===== src/rtl/wrd_pkg.sv =====
`timescale 1ns / 1ps
`default_nettype none
package wrd_pkg;

  localparam int unsigned WORDS     = 16;
  localparam int unsigned PTR_W     = 4;
  localparam int unsigned WORD_W    = 32;
  localparam int unsigned BOUND_W   = 33;
  localparam int unsigned DIV_CNT_W = 6;

  // operation codes
  localparam logic [1:0] OP_RAW   = 2'd0;
  localparam logic [1:0] OP_RANGE = 2'd1;
  localparam logic [1:0] OP_SEED  = 2'd2;

  // result select codes
  localparam logic [1:0] RES_ZERO  = 2'd0;
  localparam logic [1:0] RES_WORD  = 2'd1;
  localparam logic [1:0] RES_RANGE = 2'd2;
  localparam logic [1:0] RES_ERR   = 2'd3;

  // generator tap offsets and tempering mask
  localparam logic [PTR_W-1:0]  OFF_C = 4'd13;
  localparam logic [PTR_W-1:0]  OFF_E = 4'd9;
  localparam logic [PTR_W-1:0]  OFF_Q = 4'd15;
  localparam logic [WORD_W-1:0] WELL_TEMPER = 32'hDA44_2D24;

  localparam logic [BOUND_W-1:0]   SPAN_FULL = 33'h1_0000_0000;
  localparam logic [DIV_CNT_W-1:0] DIV_STEPS = 6'd33;

  typedef struct packed {
    logic       cap_in;
    logic       rd_hi;
    logic       cap_b;
    logic       calc;
    logic       wrq;
    logic       seed;
    logic       div_span;
    logic       div_x;
    logic       cap_lim;
    logic       load_out;
    logic [1:0] res_sel;
  } cmd_t;

  typedef struct packed {
    logic [1:0] op;
    logic       range_bad;
    logic       x_ge_lim;
    logic       div_done;
  } sts_t;

endpackage
`default_nettype wire


===== src/rtl/wrd_div.sv =====
`timescale 1ns / 1ps
`default_nettype none
module wrd_div (
  input  wire logic                        clk,
  input  wire logic                        rst_n,
  input  wire logic                        start,
  input  wire logic [wrd_pkg::BOUND_W-1:0] dividend,
  input  wire logic [wrd_pkg::BOUND_W-1:0] divisor,
  output logic                             done,
  output logic [wrd_pkg::BOUND_W-1:0]      quot,
  output logic [wrd_pkg::BOUND_W-1:0]      rem
);
  import wrd_pkg::*;

  logic [BOUND_W-1:0]   rem_r, rem_nxt;
  logic [BOUND_W-1:0]   q_r, q_nxt;
  logic [BOUND_W-1:0]   d_r;
  logic [DIV_CNT_W-1:0] cnt_r, cnt_nxt;
  logic                 busy_r, busy_nxt;
  logic                 done_r, done_nxt;
  logic [BOUND_W:0]     trial;
  logic [BOUND_W:0]     diff;
  logic                 ge;

  // one restoring step per cycle
  always_comb begin
    trial    = {rem_r, q_r[BOUND_W-1]};
    ge       = trial >= {1'b0, d_r};
    diff     = trial - {1'b0, d_r};
    rem_nxt  = ge ? diff[BOUND_W-1:0] : trial[BOUND_W-1:0];
    q_nxt    = {q_r[BOUND_W-2:0], ge};
    cnt_nxt  = cnt_r - DIV_CNT_W'(1);
    busy_nxt = busy_r && (cnt_r != DIV_CNT_W'(1));
    done_nxt = busy_r && (cnt_r == DIV_CNT_W'(1));
    if (start) begin
      cnt_nxt  = DIV_STEPS;
      busy_nxt = 1'b1;
      done_nxt = 1'b0;
    end
  end

  always_ff @(posedge clk) begin
    if (!rst_n) begin
      busy_r <= 1'b0;
      done_r <= 1'b0;
      cnt_r  <= '0;
    end else begin
      busy_r <= busy_nxt;
      done_r <= done_nxt;
      if (start || busy_r) cnt_r <= cnt_nxt;
    end
  end

  always_ff @(posedge clk) begin
    if (start) begin
      rem_r <= '0;
      q_r   <= dividend;
      d_r   <= divisor;
    end else if (busy_r) begin
      rem_r <= rem_nxt;
      q_r   <= q_nxt;
    end
  end

  assign done = done_r;
  assign quot = q_r;
  assign rem  = rem_r;

endmodule
`default_nettype wire


===== src/rtl/wrd_dp.sv =====
`timescale 1ns / 1ps
`default_nettype none
module wrd_dp (
  input  wire logic                        clk,
  input  wire logic                        rst_n,
  input  wire wrd_pkg::cmd_t               cmd,
  output wrd_pkg::sts_t                    sts,
  input  wire logic [1:0]                  in_operation,
  input  wire logic [wrd_pkg::BOUND_W-1:0] in_range_low,
  input  wire logic [wrd_pkg::BOUND_W-1:0] in_range_high,
  input  wire logic [wrd_pkg::PTR_W-1:0]   in_seed_index,
  input  wire logic [wrd_pkg::WORD_W-1:0]  in_seed_word,
  output logic [wrd_pkg::WORD_W-1:0]       out_random_value,
  output logic                             out_range_error
);
  import wrd_pkg::*;

  logic [WORD_W-1:0]  mem [WORDS];
  logic [WORDS-1:0]   valid_r;
  logic [WORD_W-1:0]  rd0_r, rd1_r;
  logic               v0_r, v1_r;
  logic [WORD_W-1:0]  rd0, rd1;
  logic [PTR_W-1:0]   ra0, ra1, wa;
  logic [WORD_W-1:0]  wd;
  logic               we;

  logic [1:0]         op_r;
  logic [BOUND_W-1:0] low_r, high_r;
  logic [PTR_W-1:0]   sidx_r;
  logic [WORD_W-1:0]  sword_r;
  logic [PTR_W-1:0]   ptr_r;
  logic [WORD_W-1:0]  b_r, word_r;
  logic [BOUND_W-1:0] lim_r, i_r;
  logic [WORD_W-1:0]  val_r, val_nxt;
  logic               err_r, err_nxt;

  logic [WORD_W-1:0]  b_calc, c_v, a_v, d_v, new_v;
  logic [BOUND_W-1:0] span;
  logic               div_start, div_done;
  logic [BOUND_W-1:0] div_a, div_b, div_q, div_rem;

  // read addresses: first pair p, p+13; second pair p+9, p+15
  assign ra0 = cmd.rd_hi ? ptr_r + OFF_E : ptr_r;
  assign ra1 = cmd.rd_hi ? ptr_r + OFF_Q : ptr_r + OFF_C;

  always_ff @(posedge clk) begin
    rd0_r <= mem[ra0];
    rd1_r <= mem[ra1];
    if (we) mem[wa] <= wd;
  end

  always_ff @(posedge clk) begin
    v0_r <= valid_r[ra0];
    v1_r <= valid_r[ra1];
  end

  // words never written read as zero
  assign rd0 = v0_r ? rd0_r : '0;
  assign rd1 = v1_r ? rd1_r : '0;

  always_comb begin
    we = 1'b0;
    wa = ptr_r;
    wd = a_v;
    if (cmd.calc) begin
      we = 1'b1;
    end else if (cmd.wrq) begin
      we = 1'b1;
      wa = ptr_r + OFF_Q;
      wd = word_r;
    end else if (cmd.seed) begin
      we = 1'b1;
      wa = sidx_r;
      wd = sword_r;
    end
  end

  // generator step, split over the two read phases
  always_comb begin
    b_calc = rd0 ^ rd1 ^ (rd0 << 16) ^ (rd1 << 15);
    c_v    = rd0 ^ (rd0 >> 11);
    a_v    = b_r ^ c_v;
    d_v    = a_v ^ ((a_v << 5) & WELL_TEMPER);
    new_v  = rd1 ^ b_r ^ d_v ^ (rd1 << 2) ^ (b_r << 18) ^ (c_v << 28);
  end

  assign span = high_r - low_r;

  assign div_start = cmd.div_span || cmd.div_x;
  assign div_a     = cmd.div_span ? SPAN_FULL : {1'b0, word_r};
  assign div_b     = cmd.div_span ? span : i_r;

  wrd_div u_div (
    .clk      (clk),
    .rst_n    (rst_n),
    .start    (div_start),
    .dividend (div_a),
    .divisor  (div_b),
    .done     (div_done),
    .quot     (div_q),
    .rem      (div_rem)
  );

  always_comb begin
    sts.op        = op_r;
    sts.range_bad = (high_r <= low_r) || (span[BOUND_W-1] && (|span[BOUND_W-2:0]));
    sts.x_ge_lim  = {1'b0, word_r} >= lim_r;
    sts.div_done  = div_done;
  end

  always_comb begin
    case (cmd.res_sel)
      RES_WORD: begin
        val_nxt = word_r;
        err_nxt = 1'b0;
      end
      RES_RANGE: begin
        val_nxt = div_q[WORD_W-1:0] + low_r[WORD_W-1:0];
        err_nxt = 1'b0;
      end
      RES_ERR: begin
        val_nxt = '0;
        err_nxt = 1'b1;
      end
      default: begin
        val_nxt = '0;
        err_nxt = 1'b0;
      end
    endcase
  end

  always_ff @(posedge clk) begin
    if (!rst_n) begin
      valid_r <= '0;
      ptr_r   <= '0;
    end else begin
      if (we) valid_r[wa] <= 1'b1;
      if (cmd.wrq) ptr_r <= ptr_r + OFF_Q;
      else if (cmd.seed) ptr_r <= '0;
    end
  end

  always_ff @(posedge clk) begin
    if (cmd.cap_in) begin
      op_r    <= in_operation;
      low_r   <= in_range_low;
      high_r  <= in_range_high;
      sidx_r  <= in_seed_index;
      sword_r <= in_seed_word;
    end
    if (cmd.cap_b) b_r <= b_calc;
    if (cmd.calc) word_r <= new_v;
    if (cmd.cap_lim) begin
      lim_r <= SPAN_FULL - div_rem;
      i_r   <= div_q;
    end
    if (cmd.load_out) begin
      val_r <= val_nxt;
      err_r <= err_nxt;
    end
  end

  assign out_random_value = val_r;
  assign out_range_error  = err_r;

endmodule
`default_nettype wire


===== src/rtl/wrd_ctrl.sv =====
`timescale 1ns / 1ps
`default_nettype none
module wrd_ctrl (
  input  wire logic          clk,
  input  wire logic          rst_n,
  input  wire logic          in_valid,
  output logic               in_stall,
  output logic               out_valid,
  input  wire logic          out_stall,
  input  wire wrd_pkg::sts_t sts,
  output wrd_pkg::cmd_t      cmd
);
  import wrd_pkg::*;

  localparam logic [3:0] S_IDLE = 4'd0;
  localparam logic [3:0] S_DISP = 4'd1;
  localparam logic [3:0] S_RD1  = 4'd2;
  localparam logic [3:0] S_RD2  = 4'd3;
  localparam logic [3:0] S_CALC = 4'd4;
  localparam logic [3:0] S_WRQ  = 4'd5;
  localparam logic [3:0] S_DIVS = 4'd6;
  localparam logic [3:0] S_DIVX = 4'd7;
  localparam logic [3:0] S_FIN  = 4'd8;

  logic [3:0] state_r, state_nxt;
  logic [1:0] res_sel_r, res_sel_nxt;
  logic       out_valid_r, out_valid_nxt;

  always_comb begin
    cmd           = '0;
    state_nxt     = state_r;
    res_sel_nxt   = res_sel_r;
    out_valid_nxt = out_valid_r && out_stall;
    case (state_r)
      S_IDLE: begin
        cmd.cap_in = in_valid;
        if (in_valid) state_nxt = S_DISP;
      end
      S_DISP: begin
        case (sts.op)
          OP_RAW: begin
            res_sel_nxt = RES_WORD;
            state_nxt   = S_RD1;
          end
          OP_RANGE: begin
            if (sts.range_bad) begin
              res_sel_nxt = RES_ERR;
              state_nxt   = S_FIN;
            end else begin
              cmd.div_span = 1'b1;
              state_nxt    = S_DIVS;
            end
          end
          OP_SEED: begin
            cmd.seed    = 1'b1;
            res_sel_nxt = RES_ZERO;
            state_nxt   = S_FIN;
          end
          default: begin
            res_sel_nxt = RES_ZERO;
            state_nxt   = S_FIN;
          end
        endcase
      end
      S_DIVS: begin
        if (sts.div_done) begin
          cmd.cap_lim = 1'b1;
          res_sel_nxt = RES_RANGE;
          state_nxt   = S_RD1;
        end
      end
      S_RD1: begin
        state_nxt = S_RD2;
      end
      S_RD2: begin
        cmd.rd_hi = 1'b1;
        cmd.cap_b = 1'b1;
        state_nxt = S_CALC;
      end
      S_CALC: begin
        cmd.calc  = 1'b1;
        state_nxt = S_WRQ;
      end
      S_WRQ: begin
        cmd.wrq = 1'b1;
        if (res_sel_r == RES_WORD) begin
          state_nxt = S_FIN;
        end else if (sts.x_ge_lim) begin
          state_nxt = S_RD1;
        end else begin
          cmd.div_x = 1'b1;
          state_nxt = S_DIVX;
        end
      end
      S_DIVX: begin
        if (sts.div_done) state_nxt = S_FIN;
      end
      S_FIN: begin
        if (!out_valid_r || !out_stall) begin
          cmd.load_out  = 1'b1;
          out_valid_nxt = 1'b1;
          state_nxt     = S_IDLE;
        end
      end
      default: begin
        state_nxt = S_IDLE;
      end
    endcase
    cmd.res_sel = res_sel_r;
  end

  always_ff @(posedge clk) begin
    if (!rst_n) begin
      state_r     <= S_IDLE;
      res_sel_r   <= RES_ZERO;
      out_valid_r <= 1'b0;
    end else begin
      state_r     <= state_nxt;
      res_sel_r   <= res_sel_nxt;
      out_valid_r <= out_valid_nxt;
    end
  end

  assign in_stall  = (state_r != S_IDLE);
  assign out_valid = out_valid_r;

endmodule
`default_nettype wire


===== src/rtl/well512_ranged_random_draw.sv =====
// WELL512 random generator with an unbiased ranged draw.
//
// Input channel (in_valid / in_stall): one word per item, carrying an
// operation (raw draw, ranged draw, seed write) and its operands. Output
// channel (out_valid / out_stall): exactly one word per item, the drawn
// value and a range error flag.
//
// One item is worked on at a time; in_stall is high from the cycle after
// acceptance until the result is loaded into the output register.
// Steps, using the two-port state memory and the one-bit-per-cycle divider:
//   seed write or refused range : decode, then load the result
//   raw draw                    : decode, one generator step, load
//   ranged draw                 : decode, span division, one generator step
//                                 per rejected word plus one, division, load
// Each generator step has two read phases and two writes.
// A finished result sits in the output register; the next item is taken
// while it waits. If the receiver stalls, the result holds, and a second
// finished result waits in the block until the register frees.
// Reset (synchronous, active low) marks the state words unwritten, so they
// read as zero, sets the draw pointer to zero and drops out_valid.
`timescale 1ns / 1ps
`default_nettype none
module well512_ranged_random_draw (
  input  wire logic        clk,
  input  wire logic        rst_n,
  input  wire logic        in_valid,
  output logic             in_stall,
  input  wire logic [1:0]  in_operation,
  input  wire logic [32:0] in_range_low,
  input  wire logic [32:0] in_range_high,
  input  wire logic [3:0]  in_seed_index,
  input  wire logic [31:0] in_seed_word,
  output logic             out_valid,
  input  wire logic        out_stall,
  output logic [31:0]      out_random_value,
  output logic             out_range_error
);
  import wrd_pkg::*;

  // command and status between sequencer and datapath
  cmd_t cmd;
  sts_t sts;

  // sequencer: decodes the word, runs generator steps, redraws, divides
  wrd_ctrl u_ctrl (
    .clk       (clk),
    .rst_n     (rst_n),
    .in_valid  (in_valid),
    .in_stall  (in_stall),
    .out_valid (out_valid),
    .out_stall (out_stall),
    .sts       (sts),
    .cmd       (cmd)
  );

  // datapath: state memory, generator logic, shared divider, output register
  wrd_dp u_dp (
    .clk              (clk),
    .rst_n            (rst_n),
    .cmd              (cmd),
    .sts              (sts),
    .in_operation     (in_operation),
    .in_range_low     (in_range_low),
    .in_range_high    (in_range_high),
    .in_seed_index    (in_seed_index),
    .in_seed_word     (in_seed_word),
    .out_random_value (out_random_value),
    .out_range_error  (out_range_error)
  );

endmodule
`default_nettype wire


===== config.mk =====
export PLATFORM = sky130hd
export DESIGN_NAME = well512_ranged_random_draw
export DESIGN_NICKNAME = d
export VERILOG_FILES = /design/src/rtl/wrd_pkg.sv /design/src/rtl/wrd_div.sv /design/src/rtl/wrd_dp.sv /design/src/rtl/wrd_ctrl.sv /design/src/rtl/well512_ranged_random_draw.sv
export SDC_FILE = /design/constraint.sdc
export NUM_CORES = 2
export LEC_CHECK = 0
export BUFFER_PORTS_ARGS = -buffer_cell sky130_fd_sc_hd__buf_2
export CAP_MARGIN = 20
export CORE_MARGIN = 4
export CORE_UTILIZATION = 45
export CTS_CLUSTER_DIAMETER = 120
export DETAILED_ROUTE_END_ITERATION = 16
export PLACE_DENSITY = 0.71
export SETUP_SLACK_MARGIN = 0.05
export SLEW_MARGIN = 15
export SYNTH_ARGS = -nofsm -noshare
export SYNTH_HDL_FRONTEND = slang
export SYNTH_HIERARCHICAL = 1
export SYNTH_SLANG_ARGS = --single-unit

===== constraint.sdc =====
create_clock -name clk -period 6.4 [get_ports clk]
set_clock_uncertainty 0.1 [all_clocks]
set_input_delay 1.28 -clock clk [delete_from_list [all_inputs] [get_ports clk]]
set_output_delay 1.28 -clock clk [all_outputs]
set_load 0.05 [all_outputs]

==> qor.yml <==
outcome:
  outcome: "complete, no violations"
critical_path:
  end_kind: "flop"
  worstRegToRegCells: 20
  path_class: "flop to flop"
  critPathLaunchType: "flop"
  r2r_slack_ns: 0.43
  max_stage_delay_ns: 0.52
  cp.arrival_ns: 6.42
  rr_startpoint: "u_dp/low_r[0]$_DFFE_PP_"
  path_cells: "ha_1 > fa_1 > nand2b_1 > a21oi_2 > o22a_1 > xor2_1 > a211o_1 > or4b_1 > nor4_1 > nand4bb_1 > nor4_2 > nand4bb_1 > o22a_1 > or3b_4 > nor2_4 > or2_4 > buf_12 > nor2_1 > nand2b_1 > o221ai_1"
  critPathRequiredTime_ns: 6.84
  critPathMaxFanout: 100
  rr_endpoint: "u_dp/u_div/rem[29]$_SDFFE_PP0P_"
  critPathSlowestCell: "or4b_1"
sta:
  max_freq_mhz: 167
  worst_pin_slew_ns: 1.03
  hold_ws_ns: 0.392
  hold_viol_final: 0
  drv_slew: 0
  finalCritPeriodShare_pct: 93.3
  fin_setup_tns_ns: 0
  relSlewSlack_pct: 31.3
  rsz0062_at_grt: "no"
  setup_viol_count_final: 0
  layout_min_cycle_time_ns: 5.97
routing:
  drt_pass1_iterations: 6
  drt_wl_total_um: 141000
  routedWlPerCell_um: 27.2
  num_vias: 31700
  first_iter_violations: 3729
  via_per_inst: 6.14
  postRouteAntennaNets: 0
  drc: 0
layout:
  drive_gt1_share_pct: 21.5
  layout_common_cells: "edfxtp_1, mux4_2, nand2_1"
  diodes: 0
  nNetsFinal: 3907
  finish.utilization_pct: 50.9
  areaGrowthSynthToFinish_pct: 12.5
  final_common_cell: "edfxtp_1"
die:
  rows: 121
  die_x_um: 339
  dieArea_sq_um: 115000
  pin_count: 143
  start_util_pct: 45.3
  die_y_um: 339
  core-area_sq_um: 109000
clock_network:
  cts_buffer_depth: 3
  cts_tree: "built"
  cts_root_buf: "clkbuf_16"
  cts.sinks: 979
  worstSkewPairLatency_ns: 0.69
  numCtsBuffers: 102
  htreeDepth: 3
  clk_pin_slew_worst_paths_ns: 0.06
global_route:
  grt-ovfl-total: 0
  antenna_found_initial: 3
  grt_max_degree: 101
  grt_pass1_wl_um: 206000
  grtUsageTotal_pct: 23.9
  grt_pass1_vias: 30900
logic_synthesis:
  netlist_area_sq_um: 49300
  ys_warn_count: 6
  synthArstFlopShare_pct: 0
  synth_area_per_cell_sq_um: 14.0
  synth_edf_count: 845
  synth_fp_nets: 3760
  synth_top_cell_by_area: "edfxtp_1"
  syn-instance-count: 3510
  synth_top_area_share_pct: 51.5
  yosysSeqAreaShare_pct: 56.9
  ys_dominant_reg_cell: "edfxtp_1"
  synth_seq_cells: 979
  synthTopCellsByArea: "edfxtp_1, mux4_2, dfxtp_1"
  synth_cell_types: 87
hold_path:
  hold_start: "u_dp/valid_r[5]$_SDFFE_PN0N_"
  whs_path_depth: 1
  whs_endpoint: "u_dp/valid_r[5]$_SDFFE_PN0N_"
  min_path_type: "flop to flop"
pwr:
  leakage_nw: 19.1
  ir_worst_vdd_mv: 0.211
  pwr_density_cell_nw_per_um2: 303
  finalPower_mw: 16.8
placement:
  portBuffers: 142
  gp_congestion: 0.925
  hpwlAfterDp_um: 94600
run:
  cap_viol_max_count: 0
==> state kept, by name, summed over array words and instances, names as in the netlist, 6 cells and up <==
| name | cells |
|---|---|
| u_dp/valid_r | 16 |
| u_dp/u_div/quot | 33 |
| u_dp/b_r | 32 |
| u_dp/word_r | 32 |
| u_dp/rd0_r | 32 |
| u_dp/low_r | 33 |
| u_dp/mem | 512 |
| u_dp/u_div/d_r | 33 |
| u_dp/lim_r | 33 |
| u_dp/sword_r | 32 |
| u_dp/u_div/cnt_r | 6 |
| u_dp/u_div/rem | 33 |
| u_dp/rd1_r | 32 |
| u_dp/i_r | 33 |
| u_dp/out_random_value | 32 |
| u_dp/high_r | 33 |
==> cell type report <==
cell class	instances	area, sq um
Fill cell	8913	53400
Sequential cell	979	28100
Multi-Input combinational cell	2218	20300
Clock buffer	138	2800
Tap cell	1414	1770
Timing Repair Buffer	216	1370
Clock inverter	55	661
Inverter	139	533
Timing Repair inverter	1	7.51
==> worst max-delay path: cells and delay by family (launching register included) <==
kind | cells | cell delay (ns)
buf+inv | 1 | 0.39
fa+ha+maj | 2 | 0.63
xor+xnor | 1 | 0.11
compound gates | 5 | 1.15
simple gates | 11 | 3.00
flops | 1 | 0.41
==> synthesized netlist by cell type (all sizes together), types with 8 or more instances <==
cell type  number
edfxtp        845
mux4          297
nand2         276
xor2          198
a21oi         167
nor2          165
o21ai         153
ha            139
inv           138
xnor2         135
dfxtp         134
clkbuf        131
nor2b          90
a21o           68
a211oi         63
mux2i          61
mux2           59
buf            43
o21a           35
nor3           32
nand2b         25
nand3          24
nor4           21
nand4          20
a22oi          15
o21bai         15
or3            14
a31oi          10
and3            9
a32oi           8
o41ai           8
==> how the worst max path moves through the flow <==
stage                                   startpoint                         endpoint
after detailed placement  u_dp/low_r[16]$_DFFE_PP_     u_dp/u_div/quot[5]$_DFFE_PP_
after CTS                  u_dp/low_r[0]$_DFFE_PP_    u_dp/u_div/quot[21]$_DFFE_PP_
after floorplan            u_dp/low_r[0]$_DFFE_PP_     u_dp/u_div/quot[0]$_DFFE_PP_
after global routing       u_dp/low_r[0]$_DFFE_PP_  u_dp/u_div/rem[29]$_SDFFE_PP0P_
after global placement     u_dp/low_r[8]$_DFFE_PP_     u_dp/u_div/quot[6]$_DFFE_PP_
final                      u_dp/low_r[0]$_DFFE_PP_  u_dp/u_div/rem[29]$_SDFFE_PP0P_
==> cells by family after synthesis <==
family / count (synthesis) / share of synthesized area [%]
AND/OR/NAND/NOR: 715 / 6.86
flip-flops: 979 / 56.9
buffers and inverters: 313 / 2.51
multiplexers: 417 / 16.2
XOR/XNOR: 333 / 5.92
AO/OA/AOI/OAI: 611 / 7.97
adder cells (fa/ha/maj): 142 / 3.65
==> layer usage <==
metal | up-vias | part of all wire (%) | GRT usage, %
met5 | - | 0.0092 | 0
li1 | 13800 | - | -
met1 | 16000 | 41 | 34.0
met4 | 2 | 4.7 | 10.0
met2 | 1636 | 45 | 37.1
met3 | 276 | 9.0 | 3.44
==> where the power goes <==
part | total [mW] | internal [mW] | switching (mW)
combinational | 2.98 | 1.19 | 1.79
clock | 6.12 | 3.57 | 2.54
sequential | 7.71 | 7.31 | 0.397
total | 16.8 | 12.1 | 4.73
==> per-stage QoR <==
step / instances / setup slack [ns] / cell area [sq um]
final: 5160 / 0.429 / 55400
after detailed placement: 4965 / 0.258 / 52000
after global routing: 5160 / 0.256 / 55400
after floorplan: 3510 / 0.144 / 49300
after CTS: 5158 / 0.228 / 55400
after global placement: 4964 / 0.406 / 51900
==> timing repair <==
item,4_1_cts,5_1_grt
endpoints found under the hold margin,0,0
hold buffers,0,0
buffers inserted,0,0
endpoints found under the setup margin,0,33
gates resized for setup,0,2
Note: power is estimated with default switching activity, not from simulation.
